$ cat src/rtl/sixu_pkg.sv
// shared widths and queue entry type for the six-axis unit vector block
package sixu_pkg;

  localparam int MAX_AXES   = 6;
  localparam int COORD_W    = 32;
  localparam int MAG_W      = 32;
  localparam int SQ_W       = 2 * MAG_W;
  localparam int SUM_W      = 67;
  localparam int RAD_W      = 68;
  localparam int LEN_W      = 34;
  localparam int QUO_W      = 31;
  localparam int UNIT_W     = 32;
  localparam int SQ_REM_W   = 38;
  localparam int STEP_W     = 3;
  localparam int CNT_W      = 6;
  localparam int SQRT_STEPS = 34;
  localparam int DIV_STEPS  = 31;

  typedef struct packed {
    logic [MAX_AXES-1:0][MAG_W-1:0] mag;
    logic [MAX_AXES-1:0]            neg;
    logic [SUM_W-1:0]               sum;
  } item_t;

endpackage

$ cat src/rtl/sixu_front.sv
// front end: takes a request, forms the differences and sums their squares
module sixu_front #(
  parameter int AXIS_COUNT = 6
) (
  input  logic                                                clk,
  input  logic                                                rst,
  input  logic                                                in_valid,
  output logic                                                in_ready,
  input  logic [sixu_pkg::MAX_AXES-1:0][sixu_pkg::COORD_W-1:0] target,
  input  logic [sixu_pkg::MAX_AXES-1:0][sixu_pkg::COORD_W-1:0] position,
  output logic                                                push_valid,
  input  logic                                                push_ready,
  output sixu_pkg::item_t                                     push_item
);
  import sixu_pkg::*;

  logic                             busy;
  logic [STEP_W-1:0]                step;
  logic [MAX_AXES-1:0][MAG_W-1:0]   mag;
  logic [MAX_AXES-1:0]              neg;
  logic [SUM_W-1:0]                 sum;
  logic [SQ_W-1:0]                  prod;

  logic [MAX_AXES-1:0][COORD_W:0]   diff;
  logic [MAX_AXES-1:0][COORD_W:0]   absd;
  logic [MAX_AXES-1:0][MAG_W-1:0]   new_mag;
  logic [MAX_AXES-1:0]              new_neg;
  logic [MAG_W-1:0]                 cur;
  logic [SQ_W-1:0]                  sq;
  logic                             finish;
  logic                             accept;

  always_comb begin
    for (int a = 0; a < MAX_AXES; a++) begin
      diff[a] = {target[a][COORD_W-1], target[a]} - {position[a][COORD_W-1], position[a]};
      absd[a] = diff[a][COORD_W] ? (~diff[a] + 1'b1) : diff[a];
      if (a < AXIS_COUNT) begin
        new_mag[a] = absd[a][MAG_W-1:0];
        new_neg[a] = diff[a][COORD_W];
      end else begin
        new_mag[a] = '0;
        new_neg[a] = 1'b0;
      end
    end
  end

  // one square per cycle, registered and accumulated in the following cycle
  assign cur    = (step < STEP_W'(AXIS_COUNT)) ? mag[step] : '0;
  assign sq     = cur * cur;
  assign finish = busy && (step == STEP_W'(AXIS_COUNT + 1));
  assign in_ready   = !busy || (finish && push_ready);
  assign accept     = in_valid && in_ready;
  assign push_valid = finish;

  assign push_item.mag = mag;
  assign push_item.neg = neg;
  assign push_item.sum = sum;

  always_ff @(posedge clk) begin
    if (rst) begin
      busy <= 1'b0;
      step <= '0;
    end else if (accept) begin
      busy <= 1'b1;
      step <= '0;
    end else if (finish && push_ready) begin
      busy <= 1'b0;
    end else if (busy && !finish) begin
      step <= step + 1'b1;
    end
  end

  always_ff @(posedge clk) begin
    if (accept) begin
      mag  <= new_mag;
      neg  <= new_neg;
      sum  <= '0;
      prod <= '0;
    end else if (busy && !finish) begin
      prod <= sq;
      sum  <= sum + SUM_W'(prod);
    end
  end

endmodule

$ cat config.mk
export PLATFORM = sky130hd
export DESIGN_NAME = sixu_front
export DESIGN_NICKNAME = d
export VERILOG_FILES = /design/src/rtl/sixu_pkg.sv /design/src/rtl/sixu_front.sv
export SDC_FILE = /design/constraint.sdc
export NUM_CORES = 2
export LEC_CHECK = 0
export BUFFER_PORTS_ARGS = -buffer_cell sky130_fd_sc_hd__buf_2
export CAP_MARGIN = 40
export CORE_MARGIN = 3
export CORE_UTILIZATION = 45
export CTS_BUF_LIST = sky130_fd_sc_hd__clkbuf_8
export CTS_CLUSTER_DIAMETER = 80
export DETAILED_ROUTE_END_ITERATION = 6
export SLEW_MARGIN = 10
export SYNTH_ARGS = -nofsm -noshare
export SYNTH_HDL_FRONTEND = slang
export SYNTH_SLANG_ARGS = --single-unit
$ cat constraint.sdc
create_clock -name clk -period 12.1 [get_ports clk]
set_input_delay 3.63 -clock clk [delete_from_list [all_inputs] [get_ports clk]]
set_output_delay 3.63 -clock clk [all_outputs]
set_load 0.01 [all_outputs]
==> flow_metrics.env <==
export IMPL_numCtsBuffers=68
export IMPL_vias=53131
export IMPL_clk_latency_ns=0.71
export IMPL_synth_warnings=0
export IMPL_syn_inst=7024
export IMPL_met3_length_mm=17.0
export IMPL_hpwl_mm=186
export IMPL_timing_rr_start="step[0]"
export IMPL_first_global_vias=53686
export IMPL_cts_repair_resize_count=0
export IMPL_setup_tns_final_ns=0
export IMPL_syn_to_final_growth_pct=11.1
export IMPL_cp_required_ns=12.73
export IMPL_skew_ns=0.0641
export IMPL_dr_pass1_iters=7
export IMPL_core_area_um2=132000
export IMPL_wl_per_cell_um=23.8
export IMPL_ios=655
export IMPL_drt_iter0_drc=4097
export IMPL_holdBufCountCts=0
export IMPL_synth_edff_count=198
export IMPL_worst_pin_slew_ns=1.12
export IMPL_cts_tree="built"
export IMPL_syn_area_um2=60300
export IMPL_rsz0062_at_grt="false"
export IMPL_die_x_um=372
export IMPL_cpPeakStageDelay_ns=0.89
export IMPL_top_layer="met5"
export IMPL_grt_overflow=0
export IMPL_grt_max_degree=170
export IMPL_synth_flop_cell="edfxtp_1"
export IMPL_setup_ws_ns=1.48
export IMPL_holdCritPathClass="flop to flop"
export IMPL_wl_met2_mm=104
export IMPL_critPathMostFrequentCell="fa_1"
export IMPL_cts_setup_buffers=0
export IMPL_cp_top_family="adder cells"
export IMPL_multi_input_area_um2=45600
export IMPL_finalCritPeriodShare=0.878
export IMPL_period_needed_ns=10.62
export IMPL_ant_nets=0
export IMPL_finalSetupViolCount=0
export IMPL_cap_violations=0
export IMPL_async_flop_share=0
export IMPL_crit_path_start="step[0]"
export IMPL_cts_buffer_depth=3
export IMPL_worstReg2RegEnd="prod[61]"
export IMPL_regToRegSetupSlack_ns=1.48
export IMPL_cp_arrival_ns=11.26
export IMPL_fmax_mhz=94.2
export IMPL_regArea_um2=8630
export IMPL_gp_congestion=0.999
export IMPL_crit_slowest_cell="dfxtp_4"
export IMPL_viasPerCell=5.67
export IMPL_slew_headroom=0.256
export IMPL_place_ws_ns=1.44
export IMPL_ys_ff_latch=332
export IMPL_syn_avg_cell_area_um2=8.58
export IMPL_status="finished with violations"
export IMPL_finalHoldViolCount=0
export IMPL_hold_path_depth=2
export IMPL_cts_sinks=332
export IMPL_grt_pass1_wl_mm=332
export IMPL_crit_end="prod[61]"
export IMPL_start_util=0.456
export IMPL_htreeDepth=3
export IMPL_slew_violations=0
export IMPL_core_rowCount=133
export IMPL_worst_path_buf_inv=8
export IMPL_grt_use_total=0.318
export IMPL_end_kind="flop"
export IMPL_criticalPathCategory="flop to flop"
export IMPL_cts_reportedPaths_clkPinSlew_ns=0.06
export IMPL_cp_start_kind="flop"
export IMPL_cp_max_fo=44
export IMPL_n_fill_cell=12709
export IMPL_die_y_um=372
export IMPL_violations="design-rule violations"
export IMPL_ys_seq_area_frac=0.143
export IMPL_routed_wl_mm=223
export IMPL_port_buffer_count=654
export IMPL_grt_antenna_before_repair=17
export IMPL_r2r_cells=31
export IMPL_root_buffer="clkbuf_8"
export IMPL_fp_dieArea_um2=138000
export IMPL_drcViolationCount=1
export IMPL_nets=9295
export IMPL_drive_gt1_frac=0.124
export IMPL_synth_nets=8759
export IMPL_cp_depth=31
export IMPL_synth_cell_types=102
export IMPL_wl_met1_mm=87.5
## metrics by stage
stage / utilization / instances / instance area, µm² / hold slack (ns)
2_1_floorplan: - / 7024 / 60300 / 0.429
3_3_place_gp: 0.494 / 9236 / 65400 / 0.447
3_5_place_dp: 0.495 / 9245 / 65500 / 0.453
4_1_cts: 0.506 / 9363 / 66900 / 0.459
5_1_grt: 0.506 / 9368 / 67000 / 0.481
6_report: 0.506 / 9373 / 67000 / 0.456
## state kept, by name, summed over array words and instances (netlist names)
signal and flops:
step 3, neg 6, sum 67, busy 1, push_item 192, prod 63
## layout make-up
type	count	share of cell area
antenna	10	0.000374
clock buffer	71	0.0146
clock inverter	47	0.00671
inverter	1347	0.0756
multi-input combinational	5075	0.682
sequential	332	0.129
tap	1755	0.0328
timing repair buffer	736	0.0593
## cell usage in the layout, fill, tap and decap left out, types with 29 or more instances in the layout
cell type / instances
buf_2: 655
clkbuf_8: 71
mux2i_1: 50
xnor2_1: 304
a31oi_1: 73
nand2_1: 671
o21a_1: 53
a211oi_1: 51
mux4_2: 32
nor3_1: 63
o21ai_0: 248
and2_1: 34
dfxtp_1: 131
fa_1: 803
or3_1: 29
inv_1: 1356
and3_1: 54
nand2b_1: 33
nand4_1: 53
nand3_1: 119
o211ai_1: 30
nor2_1: 474
a21oi_1: 446
o31ai_1: 39
ha_1: 544
xor2_1: 155
o21bai_1: 50
a21o_1: 204
buf_4: 73
edfxtp_1: 198
nor2b_1: 38
## cells in the mapped netlist, types with 32 or more instances
master	count	area [µm²]
o31ai_1	39	293
nand3_1	119	596
nand4_1	53	332
xnor2_1	304	2660
nor3_1	63	315
a31oi_1	74	463
edfxtp_1	198	5950
nor2_1	474	1780
o21a_1	53	398
a21oi_1	446	2230
dfxtp_1	134	2680
mux2i_1	52	521
o21bai_1	50	375
nor2b_1	39	244
and2_1	34	213
inv_1	1337	5020
clkbuf_1	235	882
o22ai_1	32	200
o21ai_0	248	1240
ha_1	544	6810
fa_1	803	16100
a21o_1	204	1530
nand2_1	671	2520
and3_1	54	338
a211oi_1	51	383
nand2b_1	34	213
xor2_1	155	1360
mux4_2	32	721
## worst min-delay path by stage
stage / from / slack [ns] / to
3_5_place_dp: prod[2] / 0.45 / prod[2]
2_1_floorplan: prod[52] / 0.43 / prod[52]
5_1_grt: prod[2] / 0.48 / prod[2]
6_report: prod[7] / 0.46 / prod[7]
3_3_place_gp: sum[66] / 0.45 / sum[66]
4_1_cts: prod[2] / 0.46 / prod[2]
## worst reg2reg max path, delay by kind of cell (launching register included)
family / cells / cell delay (ns)
AO/OA/AOI/OAI: 7 / 1.52
multiplexers: 1 / 0.23
buffers and inverters: 8 / 2.07
AND/OR/NAND/NOR: 6 / 1.55
flip-flops: 1 / 0.89
adder cells (fa/ha/maj): 9 / 4.34
## per-layer routing
metal	track usage	vias to the layer above
li1	-	24282
met1	0.394	26164
met2	0.521	2148
met3	0.0647	525
met4	0.165	12
met5	0	-
## cells by family after synthesis
logic type      Yosys count  share of synthesized area
xor+xnor                460                     0.0671
simple gates           1713                      0.130
fa+ha+maj              1347                      0.380
compound gates         1465                      0.157
buf+inv                1617                      0.101
mux                      90                     0.0217
flops                   332                      0.143
Power is not shown: default switching activity piles up to over one toggle a cycle in this logic, so the estimate is an artifact.
