## config.mk

```make
export PLATFORM = sky130hd
export DESIGN_NAME = sixu_back
export DESIGN_NICKNAME = d
export VERILOG_FILES = /design/src/rtl/sixu_pkg.sv /design/src/rtl/sixu_back.sv
export SDC_FILE = /design/constraint.sdc
export NUM_CORES = 2
export LEC_CHECK = 0
export BUFFER_PORTS_ARGS = -buffer_cell sky130_fd_sc_hd__buf_4
export CORE_UTILIZATION = 41
export CTS_CLUSTER_DIAMETER = 40
export DETAILED_ROUTE_END_ITERATION = 6
export SLEW_MARGIN = 20
export SYNTH_ARGS = -nofsm -noshare
export SYNTH_HDL_FRONTEND = slang
export SYNTH_SLANG_ARGS = --single-unit
```

## constraint.sdc

```tcl
create_clock -name clk -period 35.7 [get_ports clk]
set_clock_uncertainty 0.05 [all_clocks]
set_input_delay 5.355 -clock clk [delete_from_list [all_inputs] [get_ports clk]]
set_output_delay 5.355 -clock clk [all_outputs]
set_load 0.01 [all_outputs]
```

## src/rtl/sixu_pkg.sv

```systemverilog
// shared widths and queue entry type for the six-axis unit vector block
package sixu_pkg;

  localparam int MAX_AXES   = 6;
  localparam int COORD_W    = 32;
  localparam int MAG_W      = 32;
  localparam int SQ_W       = 2 * MAG_W;
  localparam int SUM_W      = 67;
  localparam int RAD_W      = 68;
  localparam int LEN_W      = 34;
  localparam int QUO_W      = 31;
  localparam int UNIT_W     = 32;
  localparam int SQ_REM_W   = 38;
  localparam int STEP_W     = 3;
  localparam int CNT_W      = 6;
  localparam int SQRT_STEPS = 34;
  localparam int DIV_STEPS  = 31;

  typedef struct packed {
    logic [MAX_AXES-1:0][MAG_W-1:0] mag;
    logic [MAX_AXES-1:0]            neg;
    logic [SUM_W-1:0]               sum;
  } item_t;

endpackage

```

## src/rtl/sixu_back.sv

```systemverilog
// back end: bit-serial square root, six parallel bit-serial dividers, output register
module sixu_back (
  input  logic                                               clk,
  input  logic                                               rst,
  input  logic                                               pop_valid,
  output logic                                               pop_ready,
  input  sixu_pkg::item_t                                    pop_item,
  output logic                                               out_valid,
  input  logic                                               out_ready,
  output logic [sixu_pkg::MAX_AXES-1:0][sixu_pkg::UNIT_W-1:0] unit,
  output logic [sixu_pkg::LEN_W-1:0]                         move_length,
  output logic                                               zero_length
);
  import sixu_pkg::*;

  typedef enum logic [3:0] {
    ST_IDLE = 4'b0001,
    ST_SQRT = 4'b0010,
    ST_DIV  = 4'b0100,
    ST_DONE = 4'b1000
  } state_t;

  state_t                          state;
  logic [CNT_W-1:0]                cnt;
  logic [MAX_AXES-1:0][MAG_W-1:0]  mag;
  logic [MAX_AXES-1:0]             neg;
  logic [RAD_W-1:0]                rad;
  logic [SQ_REM_W-1:0]             sq_rem;
  logic [LEN_W-1:0]                root;
  logic [MAX_AXES-1:0][LEN_W-1:0]  div_rem;
  logic [MAX_AXES-1:0][QUO_W-1:0]  quo;

  logic [SQ_REM_W-1:0]             rem2;
  logic [SQ_REM_W-1:0]             trial;
  logic                            take;
  logic [SQ_REM_W-1:0]             sq_rem_next;
  logic [LEN_W-1:0]                root_next;
  logic [MAX_AXES-1:0][LEN_W:0]    part;
  logic [MAX_AXES-1:0]             ge;
  logic [MAX_AXES-1:0][LEN_W-1:0]  div_rem_next;
  logic [MAX_AXES-1:0][UNIT_W-1:0] unit_next;
  logic                            load_out;

  // restoring square root, two radicand bits per cycle
  assign rem2  = {sq_rem[SQ_REM_W-3:0], rad[RAD_W-1 -: 2]};
  assign trial = {2'b00, root, 2'b01};
  assign take  = (rem2 >= trial);
  assign sq_rem_next = take ? (rem2 - trial) : rem2;
  assign root_next   = {root[LEN_W-2:0], take};

  always_comb begin
    for (int a = 0; a < MAX_AXES; a++) begin
      // dividend is mag shifted up by 30; the top part is loaded as mag >> 1
      part[a] = {div_rem[a], (cnt == '0) ? mag[a][0] : 1'b0};
      ge[a]   = (part[a] >= {1'b0, root});
      div_rem_next[a] = ge[a] ? LEN_W'(part[a] - {1'b0, root}) : part[a][LEN_W-1:0];
      unit_next[a] = neg[a] ? (~{1'b0, quo[a]} + 1'b1) : {1'b0, quo[a]};
    end
  end

  assign pop_ready = (state == ST_IDLE);
  assign load_out  = (state == ST_DONE) && (!out_valid || out_ready);

  always_ff @(posedge clk) begin
    if (rst) begin
      state <= ST_IDLE;
      cnt   <= '0;
    end else begin
      unique case (state)
        ST_IDLE: begin
          if (pop_valid) begin
            state <= ST_SQRT;
            cnt   <= '0;
          end
        end
        ST_SQRT: begin
          if (cnt == CNT_W'(SQRT_STEPS - 1)) begin
            cnt   <= '0;
            state <= (root_next == '0) ? ST_DONE : ST_DIV;
          end else begin
            cnt <= cnt + 1'b1;
          end
        end
        ST_DIV: begin
          if (cnt == CNT_W'(DIV_STEPS - 1)) begin
            cnt   <= '0;
            state <= ST_DONE;
          end else begin
            cnt <= cnt + 1'b1;
          end
        end
        ST_DONE: begin
          if (load_out) state <= ST_IDLE;
        end
        default: state <= ST_IDLE;
      endcase
    end
  end

  always_ff @(posedge clk) begin
    if (state == ST_IDLE && pop_valid) begin
      mag    <= pop_item.mag;
      neg    <= pop_item.neg;
      rad    <= {1'b0, pop_item.sum};
      sq_rem <= '0;
      root   <= '0;
      quo    <= '0;
      for (int a = 0; a < MAX_AXES; a++) begin
        div_rem[a] <= LEN_W'(pop_item.mag[a] >> 1);
      end
    end else if (state == ST_SQRT) begin
      rad    <= {rad[RAD_W-3:0], 2'b00};
      sq_rem <= sq_rem_next;
      root   <= root_next;
    end else if (state == ST_DIV) begin
      div_rem <= div_rem_next;
      for (int a = 0; a < MAX_AXES; a++) begin
        quo[a] <= {quo[a][QUO_W-2:0], ge[a]};
      end
    end
  end

  always_ff @(posedge clk) begin
    if (rst) begin
      out_valid <= 1'b0;
    end else if (load_out) begin
      out_valid <= 1'b1;
    end else if (out_ready) begin
      out_valid <= 1'b0;
    end
  end

  always_ff @(posedge clk) begin
    if (load_out) begin
      unit        <= unit_next;
      move_length <= root;
      zero_length <= (root == '0);
    end
  end

endmodule

```

==> summary.txt <==
Synthesis
  – Post-Synth Adder-Cell Area: 0.0714
  – Synth Register Bits: 778
  – Cell variety after synth: 86
  – Post-Synthesis Cell Area: between 40,000 and 50,000 um^2
  – Largest family of logic cells by synthesized area: simple AND/OR/NAND/NOR gates
  – Post-Synth XOR/XNOR Area: 0.0709
  – Sequential fraction of the synthesis area: 0.451
  – Async SR Flop Fraction: 0
  – Synth Area in Simple Gates: 0.181
  – Syn_nets: 5,434
  – Compound-Gate Fraction of Synth Area: 0.176
  – Post-synthesis instance total: 4,909
  – Synth Flop Type: edfxtp_1
  – Synth warn: 0
  – Synth top area share: 0.325
  – EDFF count, synth: 492
  – Avg Inst Size Synth: 9.26 um^2
  – Multiplexer share of the synthesized area: 0.0210
  – Area contributors post-synth: edfxtp_1 32%, dfxtp_1 13%, nand2_1 8.4%
  – Cell taking the most area after synthesis: edfxtp_1

STA
  – RSZ-0062 raised after global routing: false
  – TNS Setup: 0 ps
  – Minimum clock period: 8040 ps
  – Worst Max-Slew Pin Slew: 1100 ps
  – Max Transition Viols Final: 0
  – Slew headroom: 0.268
  – F_max: between 100 and 150 MHz
  – Final hold violations: 0
  – Tcrit/Tclk final: 0.225
  – Setup Viol. Count Final: 0

Critical path
  – Arr. time, crit path: 8340 ps
  – Kind of critical path: input port to flip-flop
  – Crit path largest cell delay: 910 ps
  – CP required: approximately 36,000 ps
  – Critical path fanouts, max: around 120
  – Slowest cell on crit path: buf_4
  – Reg2reg start: cnt[3]
  – Crit path launch type: input port
  – Worst path cell trace: buf_4 -> nand2_4 -> inv_8 -> nor2_2 -> inv_8 -> buf_4
  – R2R Setup Slk: 30,480 ps
  – Kind of end point of the critical path: flip-flop
  – Buf+Inv Stages, Crit Path: 4
  – Worst R2R Path Depth: 16
  – R2R Path End: div_rem[175]
  – Largest delay share family, worst path: buffers and inverters

Clocking
  – Worst-path clk slew: 50 ps
  – Postcts setup bufs: 0
  – Number of hold buffers added after CTS: 0
  – Post-CTS Resized: 0
  – Clk_lat worst skew: 740 ps
  – H-tree levels: 4
  – CTS max path bufs: 3
  – Clock sinks: 778
  – CTS tree: done
  – CTS Root Cell: clkbuf_16
  – Num CTS Buffers: 141

Detailed routing
  – Via Count: 38,700
  – Via/cell ratio: 5.55
  – Number of routed nets with antenna violations: 0
  – Pre-Repair DR Iteration Count: 6
  – Wirelength, routed: ~140,000 um
  – First DRT Iteration DRCs: slightly above 3,000
  – WL/cell: between 20 and 25 um
  – DRC: 0

Floorplan
  – Die Height: between 300 and 400 um
  – Initial Utilization: 0.415
  – Ports: 498
  – Row Count: 121
  – Chip Width: 335 um
  – Die ar.: between 100,000 and 150,000 um^2
  – Core Region: 109,000 um^2

Final layout
  – Area of the multi-input gates: about 24,000 um^2
  – Register area: 20,500 um^2
  – Layout cells sized above 1: 0.159
  – Cell area after layout: 55,700 um^2
  – Fill count: ~10,000
  – Nets: 5,904
  – Area grow syn2layout: 22.6%

Placed design
  – Area of placed instances: 50,800 um^2
  – IO Port Bufs: 497
  – Hpwl dp: 101,000 um
  – Gpl congestion: 0.896

Global routing
  – Vias in the first global route: 36,600
  – Met2 usage: 0.402
  – Met3 Resource Use GR: 0.0510
  – First-pass GRT wire length: 217,000 um
  – GRT Overall Usage: 0.252
  – Met1 capacity usage during global routing: 0.335
  – Overflow after GRT: 0
  – Antenna violations before repair: 7
  – Most Crowded Layer GR: met2
  – Maximum number of pins on one net before global-route repair: 178

Hold path
  – Hold Path Depth: 2
  – Hold Path Class: flip-flop to flip-flop
  – End of the worst hold path: div_rem[135]
  – Worst Hold Launch: div_rem[135]

Flow run
  – MaxCap Viol Count: 0

Power and ir drop
  – Maximum vdd drop: 0.126 mV
  – Pwr Density: 71.4 nW/um^2
  – Leakage: 23.2 nW

Status
  – Status: completed
## power breakdown
group,leakage [nW],switching [mW],internal [mW],total (mW)
registers,6.99,0.0551,1.08,1.13
clock network,2.40,0.487,0.889,1.38
logic,13.8,0.878,0.592,1.47
## sequential cells by signal (all words and copies together), names as in the netlist, 4 cells and up
signal and cells:
cnt 6, div_rem 204, mag 6, move_length 34
neg 6, quo 186, rad 68, root 34
sq_rem 36, state 4, unit 192
## per-stage QoR
step | util | hold slack, ps | power (mW) | setup WS, ps | instances
CTS | 0.509 | 420 | 3.99 | 27710 | 6969
detailed placement | 0.464 | 413 | 2.59 | 26930 | 6710
floorplan | - | 380 | 2.26 | 19360 | 4909
global placement | 0.464 | 417 | 2.59 | 26990 | 6710
finish | 0.509 | 419 | 3.98 | 27660 | 6975
global route | 0.509 | 439 | 4.23 | 27470 | 6972
## per-layer routing
metal / part of all wire / wire length (um) / vias up
li1: - / - / 18900
met1: 0.44 / 63900 / 18300
met2: 0.45 / 65600 / 1227
met3: 0.069 / 9950 / 242
met4: 0.034 / 4950 / 6
met5: 0.00026 / 37 / -
## cell usage in the layout (no fill, tap or decap), types with 20 or more instances in the layout
cell       count
o21a_1        48
inv_1        108
nand3_1      262
nor2b_1       36
a32oi_1       25
nand2b_1      44
xnor2_1      265
nor2_1       181
o311ai_0      20
or3_1         25
clkinv_2      20
dfxtp_1      286
clkbuf_16    151
o21ai_0      358
mux2i_1       93
nand4_1       37
o31a_1        20
nand2_1     1011
nor3_1        48
a21oi_1      296
a21o_1       114
a31oi_1       26
a211oi_1      25
xor2_1       103
and3_1        42
o21bai_1      30
edfxtp_1     492
buf_4        558
o31ai_1       64
a22o_1        26
o41ai_1       27
o211ai_1      27
ha_1         250
or4_1         29
## worst max path at each step
stage | start | end | slack (ps) | depth (start not counted)
floorplan | out_ready | move_length[0] | 19360 | 2
global placement | pop_valid | div_rem[110] | 26990 | 6
detailed placement | pop_valid | div_rem[114] | 26930 | 6
CTS | pop_valid | div_rem[113] | 27710 | 6
global route | pop_valid | div_rem[82] | 27470 | 6
finish | pop_valid | div_rem[114] | 27660 | 6
## Yosys cell counts (18+ instances only)
library cell	number
a31oi_1	26
nor4_1	19
inv_1	111
o21a_1	48
nand2b_1	44
clkbuf_1	206
mux2i_1	93
ha_1	250
a211oi_1	26
nand4_1	37
xor2_1	103
o31ai_1	64
a21o_1	114
o41ai_1	27
or4_1	29
nand3_1	262
nand2_1	1012
nor3_1	49
nor2_1	183
o21ai_0	358
a221o_1	18
dfxtp_1	286
o311ai_0	20
xnor2_1	265
a21oi_1	297
edfxtp_1	492
and3_1	42
o21bai_1	30
buf_1	20
o31a_1	20
a22o_1	26
or3_1	25
o211ai_1	27
nor2b_1	37
a32oi_1	25
## kinds of logic (layout without fill, tap and decap cells)
family                   after synthesis  after routing
AND/OR/NAND/NOR                     1825           1825
buffers and inverters                347            933
adder cells (fa/ha/maj)              256            256
flip-flops                           778            778
AO/OA/AOI/OAI                       1240           1240
other                                  0              4
XOR/XNOR                             368            368
multiplexers                          95             95
## tightest hold or removal path: stages (launching register included)
cell and delay (ps):
dfxtp_1 320, nand2_1 60, o31ai_1 50
## final cells by class
type                    instances  area share
diodes                          4    0.000180
clock buffers                 172      0.0708
clock inverters                87      0.0174
inverters                     111     0.00775
multi-input cells            3784       0.426
flip-flops and latches        778       0.368
well taps                    1476      0.0331
repair buffers                563      0.0766
(Power assumes the default switching activity.)
