<file path="src/rtl/sixu_pkg.sv">
// shared widths and queue entry type for the six-axis unit vector block
package sixu_pkg;

  localparam int MAX_AXES   = 6;
  localparam int COORD_W    = 32;
  localparam int MAG_W      = 32;
  localparam int SQ_W       = 2 * MAG_W;
  localparam int SUM_W      = 67;
  localparam int RAD_W      = 68;
  localparam int LEN_W      = 34;
  localparam int QUO_W      = 31;
  localparam int UNIT_W     = 32;
  localparam int SQ_REM_W   = 38;
  localparam int STEP_W     = 3;
  localparam int CNT_W      = 6;
  localparam int SQRT_STEPS = 34;
  localparam int DIV_STEPS  = 31;

  typedef struct packed {
    logic [MAX_AXES-1:0][MAG_W-1:0] mag;
    logic [MAX_AXES-1:0]            neg;
    logic [SUM_W-1:0]               sum;
  } item_t;

endpackage

</file>
<file path="src/rtl/sixu_queue.sv">
// two-entry request queue between front and back
module sixu_queue (
  input  logic            clk,
  input  logic            rst,
  input  logic            wr_valid,
  output logic            wr_ready,
  input  sixu_pkg::item_t wr_item,
  output logic            rd_valid,
  input  logic            rd_ready,
  output sixu_pkg::item_t rd_item
);
  import sixu_pkg::*;

  item_t       slot [2];
  logic        wr_ptr;
  logic        rd_ptr;
  logic [1:0]  count;
  logic        push;
  logic        pop;

  assign wr_ready = (count != 2'd2);
  assign rd_valid = (count != 2'd0);
  assign rd_item  = slot[rd_ptr];
  assign push     = wr_valid && wr_ready;
  assign pop      = rd_valid && rd_ready;

  always_ff @(posedge clk) begin
    if (rst) begin
      wr_ptr <= 1'b0;
      rd_ptr <= 1'b0;
      count  <= 2'd0;
    end else begin
      if (push) wr_ptr <= ~wr_ptr;
      if (pop)  rd_ptr <= ~rd_ptr;
      if (push && !pop)      count <= count + 2'd1;
      else if (pop && !push) count <= count - 2'd1;
    end
  end

  always_ff @(posedge clk) begin
    if (push) slot[wr_ptr] <= wr_item;
  end

endmodule

</file>
<file path="config.mk">
export PLATFORM = sky130hd
export DESIGN_NAME = sixu_queue
export DESIGN_NICKNAME = d
export VERILOG_FILES = /design/src/rtl/sixu_pkg.sv /design/src/rtl/sixu_queue.sv
export SDC_FILE = /design/constraint.sdc
export NUM_CORES = 1
export LEC_CHECK = 0
export ABC_CLOCK_PERIOD_IN_PS = 18300
export BUFFER_PORTS_ARGS = -buffer_cell sky130_fd_sc_hd__buf_4
export CORE_AREA = 2 2 209 211
export DETAILED_ROUTE_END_ITERATION = 16
export DIE_AREA = 0 0 211 213
export PLACE_DENSITY = 0.78
export SLEW_MARGIN = 20
export SYNTH_ARGS = -nofsm -noshare
export SYNTH_HDL_FRONTEND = slang
export SYNTH_SLANG_ARGS = --single-unit
</file>
<file path="constraint.sdc">
create_clock -name clk -period 18.3 [get_ports clk]
set_clock_uncertainty 0.15 [all_clocks]
set_input_delay 0.915 -clock clk [delete_from_list [all_inputs] [get_ports clk]]
set_output_delay 0.915 -clock clk [all_outputs]
set_load 0.05 [all_outputs]
</file>
==> results.yml, run 1 <==
status:
  outcome: "complete, no violations"
pwr:
  ir_drop_mv: 0.141
  power.density_nw_per_um2: 158
  p_leak_uw: 0.00939
synthesis:
  synth_warnings: 0
  yosysSeqAreaShare_pct: 82.4
  synth_fa_ha_area_share_pct: 0.0644
  synthCells: 848
  yosys.area_share.simple_pct: 0.257
  synth_seq_cells: 535
  syn_nets: 1118
  synth_compound_area_share_pct: 0.154
  synth_top_family_by_area: "multiplexers"
  synth_top_area_share_pct: 81.9
  synthTopCellsByArea: "edfxtp_1 (82%), mux2_2 (15%), buf_6 (1.6%), dfxtp_1 (0.51%), xor2_1 (0.14%)"
  netlist_area_um2: 19400
  synth_xor_area_share_pct: 0.135
  syn_avg_cell_area_um2: 22.9
  synthMuxAreaShare_pct: 15.3
  yosys.area.top_type: "edfxtp_1"
  synth_cell_type_count: 18
placed_design:
  place.port_buffers: 535
  pre_cts_slack_ns: 14.08
  dp.final_hpwl_um: 28300
  placed_area_um2: 23900
  dp.cells: 1908
  place_congestion: 0.763
critical_path:
  cpMostUsedCell: "buf_4"
  worst_r2r_path_depth: 4
  endpoint_kind: "primary output"
  r2r_start: "count[0]$_SDFFE_PP0P_"
  crit_path_max_incr_delay_ns: 0.92
  cp_slowest_cell: "buf_4"
  crit_arrival_ns: 3.72
  cp-endpoint: "rd_item[111]"
  path_max_fanout: 82
  rr_endpoint: "slot[1][1]$_DFFE_PP_"
  reg2reg_slack_ns: 14.51
  cp-start-kind: "register"
  path_cells: "buf_4 -> buf_4 -> mux2_2 -> buf_4"
  critPathRequiredTime_ns: 17.24
  worstSetupPathType: "register to primary output"
timing:
  setup_ws_ns: 13.52
  setup_viol: 0
  worst_slew_pin_slew_ns: 1.09
  max_freq_ghz: 0.209
  period_needed_ns: 4.78
  relSlewSlack_pct: 27.4
  slew_viol_final: 0
  finalCritPeriodShare_pct: 26.1
  hold_violations: 0
  fin_tns_setup_ns: 0
  rsz0062_at_grt: "false"
run:
  drv_cap: 0
drt:
  wl_per_cell_um: 20.9
  first_iter_violations: 540
  post-route-drc-count: 0
  first_pass_iters: 4
  routed_wl_um: 42000
  ant_nets: 0
  vias_per_cell: 4.97
  vias: 9957
clock_network:
  cts_buffers: 53
  clkLatencyLatePin_ns: 0.57
  hold_buffers: 0
  clkTransAtPathRegs_ns: 0.06
  clk_path_buf_depth: 3
  cts_tree: "done"
  h-tree-depth: 2
  clockRootBuffer: "clkbuf_16"
  cts.repair.resized: 0
  clock-sinks: 535
  cts_setup_buffers: 0
die:
  fp.dieH_um: 213
  die_x_um: 211
  dieArea_um2: 44900
  io_pins: 536
  core_um2: 42700
  start_util_pct: 45.5
  rows: 76
finish:
  fill_cells: 3041
  syn_to_final_growth_pct: 31.0
  instances_no_fill: 2005
  final_area_um2: 25500
  nNetsFinal: 1687
  drive_gt1_share_pct: 60.3
grt:
  grtUsageTotal_pct: 17.6
  grt_remaining_overflow: 0
  grt_max_degree: 126
  antenna_found_initial: 3
  grt_pass1_wl_um: 59200
  grt_pass1_vias: 10500
worst_hold_path:
  hp-class: "primary input to register"
==> area by class of cell <==
type / instances / area [µm²] / share of cell area [%]
timing repair buffer: 543 / 4080 / 16.0
clock inverter: 28 / 186 / 0.732
sequential: 535 / 16000 / 62.9
tap: 546 / 683 / 2.68
antenna: 1 / 2.50 / 0.00982
inverter: 1 / 11.3 / 0.0442
clock buffer: 68 / 1380 / 5.43
multi-input combinational: 283 / 3110 / 12.2
==> Yosys cell counts <==
master    instances
a21bo_2           1
a21oi_1           2
and2_1            1
and3_1            1
buf_2             1
buf_6            28
dfxtp_1           5
edfxtp_1        530
ha_1              1
inv_1             1
mux2_2          265
nand2b_1          1
nand3b_1          1
nor2_1            3
o21ai_0           2
or2_2             1
or3_1             1
xor2_1            3
==> layout by cell type (no fill, tap or decap) <==
cell       Yosys  routed
ha_1           1       1
a21oi_1        2       2
dfxtp_1        5       4
diode_2        0       1
clkbuf_1       0      15
a21bo_2        1       1
edfxtp_1     530     530
clkinv_1       0      15
clkbuf_16      0      53
inv_8          0       2
buf_4          0     541
clkinv_4       0       2
clkinv_2       0       6
nand3b_1       1       1
or2_2          1       1
dfxtp_4        0       1
inv_6          0       1
and2_1         1       1
xor2_1         3       3
nand2b_1       1       1
o21ai_0        2       2
bufinv_16      0       1
and3_4         0       1
nor2_1         3       3
buf_6         28       2
clkinv_8       0       2
or3_1          1       1
mux2_2       265     265
==> registers in the layout, indices dropped and copies added, names as in the netlist, named ones only <==
name and cells:
slot 530, wr_ptr 1, count 2, rd_ptr 1
==> critical path: cells and delay by family, from the launching register on <==
kind,cells,cell delay [ns]
mux,1,0.44
buf+inv,3,1.85
flops,1,0.74
==> stage by stage <==
step | total power [µW] | utilization, % | hold slack (ns)
2_1_floorplan | 2710 | - | 0.321
3_3_place_gp | 3060 | 56.0 | 0.337
3_5_place_dp | 3080 | 56.0 | 0.355
4_1_cts | 4070 | 59.6 | 0.312
5_1_grt | 4160 | 59.7 | 0.320
6_report | 4030 | 59.7 | 0.360
==> routing by layer <==
metal,routed length (µm),up-vias,track usage (%)
li1,-,4536,-
met1,15300,4968,19.6
met2,22200,380,31.2
met3,3410,71,5.63
met4,1090,2,6.97
met5,13,-,0
==> cells by family after synthesis <==
group                      Yosys count
muxes                              265
buffers and inverters               30
DFF                                535
xor gates and xnor gates             3
AOI/OAI and AO/OA                    5
adders and majority gates            1
and+or+nand+nor                      9
==> worst min-delay path by stage <==
| stage | to | slack (ns) | cells past startpoint | start |
|---|---|---|---|---|
| 4_1_cts | slot[1][12]$_DFFE_PP_ | 0.31 | 1 | wr_item[12] |
| 2_1_floorplan | count[1]$_SDFFE_PP0P_ | 0.32 | 2 | count[1]$_SDFFE_PP0P_ |
| 3_3_place_gp | rd_ptr$_SDFFE_PP0P_ | 0.34 | 2 | rd_ptr$_SDFFE_PP0P_ |
| 3_5_place_dp | register | 0.36 | 2 | rd_ptr$_SDFFE_PP0P_ |
| 5_1_grt | slot[1][67]$_DFFE_PP_ | 0.32 | 1 | wr_item[67] |
| 6_report | slot[0][106]$_DFFE_PP_ | 0.36 | 1 | wr_item[106] |
==> report_power, final <==
| part | internal, µW | switching [µW] | total (µW) |
|---|---|---|---|
| clock network | 548 | 433 | 981 |
| logic | 472 | 994 | 1470 |
| registers | 1530 | 48.1 | 1580 |
(Power assumes the default switching activity.)
==> run 2, diff against run 1 <==
--- a/config.mk
+++ b/config.mk
@@ -5,7 +5,8 @@
 export SDC_FILE = /design/constraint.sdc
 export NUM_CORES = 1
 export LEC_CHECK = 0
-export ABC_CLOCK_PERIOD_IN_PS = 18300
+export ABC_AREA = 1
+export ABC_CLOCK_PERIOD_IN_PS = 4800
 export BUFFER_PORTS_ARGS = -buffer_cell sky130_fd_sc_hd__buf_4
 export CORE_AREA = 2 2 209 211
 export DETAILED_ROUTE_END_ITERATION = 16
==> constraint.sdc (replaced) <==
create_clock -name clk -period 4.8 [get_ports clk]
set_clock_uncertainty 0.15 [all_clocks]
set_input_delay 0.24 -clock clk [delete_from_list [all_inputs] [get_ports clk]]
set_output_delay 0.24 -clock clk [all_outputs]
set_load 0.05 [all_outputs]
==> run 2 against run 1 <==
Effect of this change: clock-buffer cell count down 10; sequential share of layout area is 6.7 points lower; setup slack worse by 12 ns; die area unchanged; area after synthesis about the same; final cell count up 15%; non-clock buffer count rose by 277; total power rose to 3.9 times the previous value; sequential cell count is the same.
==> results.yml, run 2 <==
status:
  outcome: "complete, no violations"
timing:
  period_needed_ns: 3.05
  relSlewSlack_pct: 29.2
  hold_violations: 0
  worst_slew_pin_slew_ns: 1.06
  setup_viol: 0
  setup_ws_ns: 1.75
  max_freq_ghz: 0.328
  rsz0062_at_grt: "false"
  slew_viol_final: 0
  whs_ns: 0.229
  finalCritPeriodShare_pct: 63.5
placed_design:
  dp.final_hpwl_um: 29500
  pre_cts_slack_ns: 2.28
  place_congestion: 0.796
  dp.cells: 1929
  placed_area_um2: 24100
  place.port_buffers: 535
critical_path:
  r2r_start: "count[1]$_SDFFE_PP0P_"
  rr_endpoint: "slot[0][182]$_DFFE_PP_"
  worst_r2r_path_depth: 4
  reg2reg_slack_ns: 2.33
  crit_arrival_ns: 2.66
  worstSetupPathType: "register to primary output"
  path_cells: "buf_12 -> mux2_2 -> buf_4"
  cp_slowest_cell: "dfxtp_4"
  crit_path_max_incr_delay_ns: 0.98
  cp-start-kind: "register"
  cp_num_buf_inv: 2
  path_max_fanout: 71
  critPathRequiredTime_ns: 4.41
  cpLargestDelayFamily: "flip-flops"
  endpoint_kind: "primary output"
synthesis:
  netlist_area_um2: 19500
  synthCells: 861
  synth_seq_cells: 535
  syn_nets: 1131
  ys_async_sr_fraction_pct: 0
  yosys.area.top_type: "edfxtp_1"
  synth_commonest_cells: "edfxtp_1 (530), mux2_2 (265), buf_6 (28), nand2_1 (9), inv_1 (8)"
  synth_top_area_share_pct: 81.8
  syn_avg_cell_area_um2: 22.6
  yosysSeqAreaShare_pct: 82.3
  synth_edf_count: 530
  synth_cell_type_count: 13
  synthTopCellsByArea: "edfxtp_1 (82%), mux2_2 (15%), buf_6 (1.6%), dfxtp_1 (0.51%), nand2_1 (0.17%)"
  synth_most_common_cell: "edfxtp_1"
  synth_warnings: 0
  synthFlopType: "edfxtp_1"
clock_network:
  cts_buffers: 53
  clkTransAtPathRegs_ns: 0.06
  clockRootBuffer: "clkbuf_16"
  cts_tree: "done"
  clk_path_buf_depth: 3
  clkLatencyLatePin_ns: 0.57
  h-tree-depth: 2
  clock-sinks: 535
  cts.repair.resized: 0
grt:
  grt_pass1_wl_um: 75900
  grt_remaining_overflow: 0
  antenna_found_initial: 4
  grt_pass1_vias: 12700
  grtUsageTotal_pct: 22.7
  grt_max_degree: 84
worst_hold_path:
  worstHoldStart: "wr_item[144]"
  hp-class: "primary input to register"
  hold_depth: 2
  hold_path_end: "slot[1][144]$_DFFE_PP_"
finish:
  nNetsFinal: 1977
  instances_no_fill: 2300
  drive_gt1_share_pct: 51.6
  top_register: "slot"
  syn_to_final_growth_pct: 46.6
  seq_area_um2: 16000
  final_area_um2: 28500
  final_common_cell: "buf_4"
  fill_cells: 2585
  multiInputGateArea_um2: 3140
  top_regs: "slot (530), count (2)"
  layout_common_cells: "buf_4 (545), edfxtp_1 (530), dlygate4sd3_1 (269), mux2_2 (265), clkbuf_16 (53)"
  largest_register_ffs: 530
drt:
  first_iter_violations: 751
  vias: 11700
  first_pass_iters: 5
  routed_wl_um: 52600
  wl_per_cell_um: 22.9
  post-route-drc-count: 0
  vias_per_cell: 5.11
  ant_nets: 0
pwr:
  p_leak_uw: 0.0107
  ir_drop_mv: 0.397
  power.density_nw_per_um2: 555
die:
  rows: 76
  start_util_pct: 45.6
  die_x_um: 211
  dieArea_um2: 44900
  fp.dieH_um: 213
  io_pins: 536
  core_um2: 42700
run:
  drv_cap: 0
## run 2: cell types whose count changed in the layout (fill, tap and decap cells not counted), sizes merged, moves of 4 or more
cell and delta:
buf +8, bufinv +6, clkbuf -10, dlygate4sd3 +269, inv +8, nand2 +9
nor2 +4
## run 2: where the power goes
group	total, µW	switching (µW)	internal, µW	leakage (µW)
clock network	4180	1770	2410	0.000852
registers	6160	252	5910	0.00498
logic	5490	3670	1820	0.00487
## run 2: final cells by class
type	instances	share of cell area, %
Antenna cell	3	0.0263
Clock buffer	58	4.71
Clock inverter	41	1.38
Inverter	8	0.114
Multi-Input combinational cell	289	11.0
Sequential cell	535	56.2
Tap cell	546	2.39
Timing Repair Buffer	820	24.2
## run 2: worst max path at each step
stage	startpoint	to	slack [ns]	cells past startpoint
finish	register	rd_item[206]	1.75	3
global placement	count[0]$_SDFFE_PP0P_	slot[0][159]$_DFFE_PP_	2.29	5
floorplan	count[0]$_SDFFE_PP0P_	slot[0][0]$_DFFE_PP_	-0.27	4
CTS	register	rd_item[119]	1.68	3
detailed placement	count[0]$_SDFFE_PP0P_	slot[0][159]$_DFFE_PP_	2.28	5
global route	register	rd_item[144]	1.63	3
## run 2: metal layers
metal | global-route usage, % | routed length (µm) | vias up
li1 | - | - | 5123
met2 | 41.5 | 28100 | 625
met3 | 4.75 | 3670 | 115
met1 | 25.4 | 18800 | 5879
met4 | 10.2 | 2040 | 0
met5 | 0 | 0 | -
## run 2: cell families (layout without fill, tap and decap cells)
group                      count (synthesis)  in the layout  synth area share, %
DFF                                      535            535                 82.3
muxes                                    265            265                 15.3
buffers and inverters                     37            927                 1.80
and+or+nand+nor                           19             19                0.392
AOI/OAI and AO/OA                          4              4                0.103
adders and majority gates                  1              1               0.0643
other                                      0              3                    0
## run 2: repair_timing
item | 4_1_cts | 5_1_grt
endpoints found under the hold margin | 535 | 0
hold buffers | 269 | 0
buffers inserted | 0 | 0
## run 2: stage by stage
stage	TNS, ns	total power [µW]	utilization [%]
after floorplan	-140.25	9960	-
after global placement	0	11400	56.4
after detailed placement	0	11400	56.4
after CTS	0	15800	66.8
after global routing	0	16300	66.8
final	0	15800	66.8
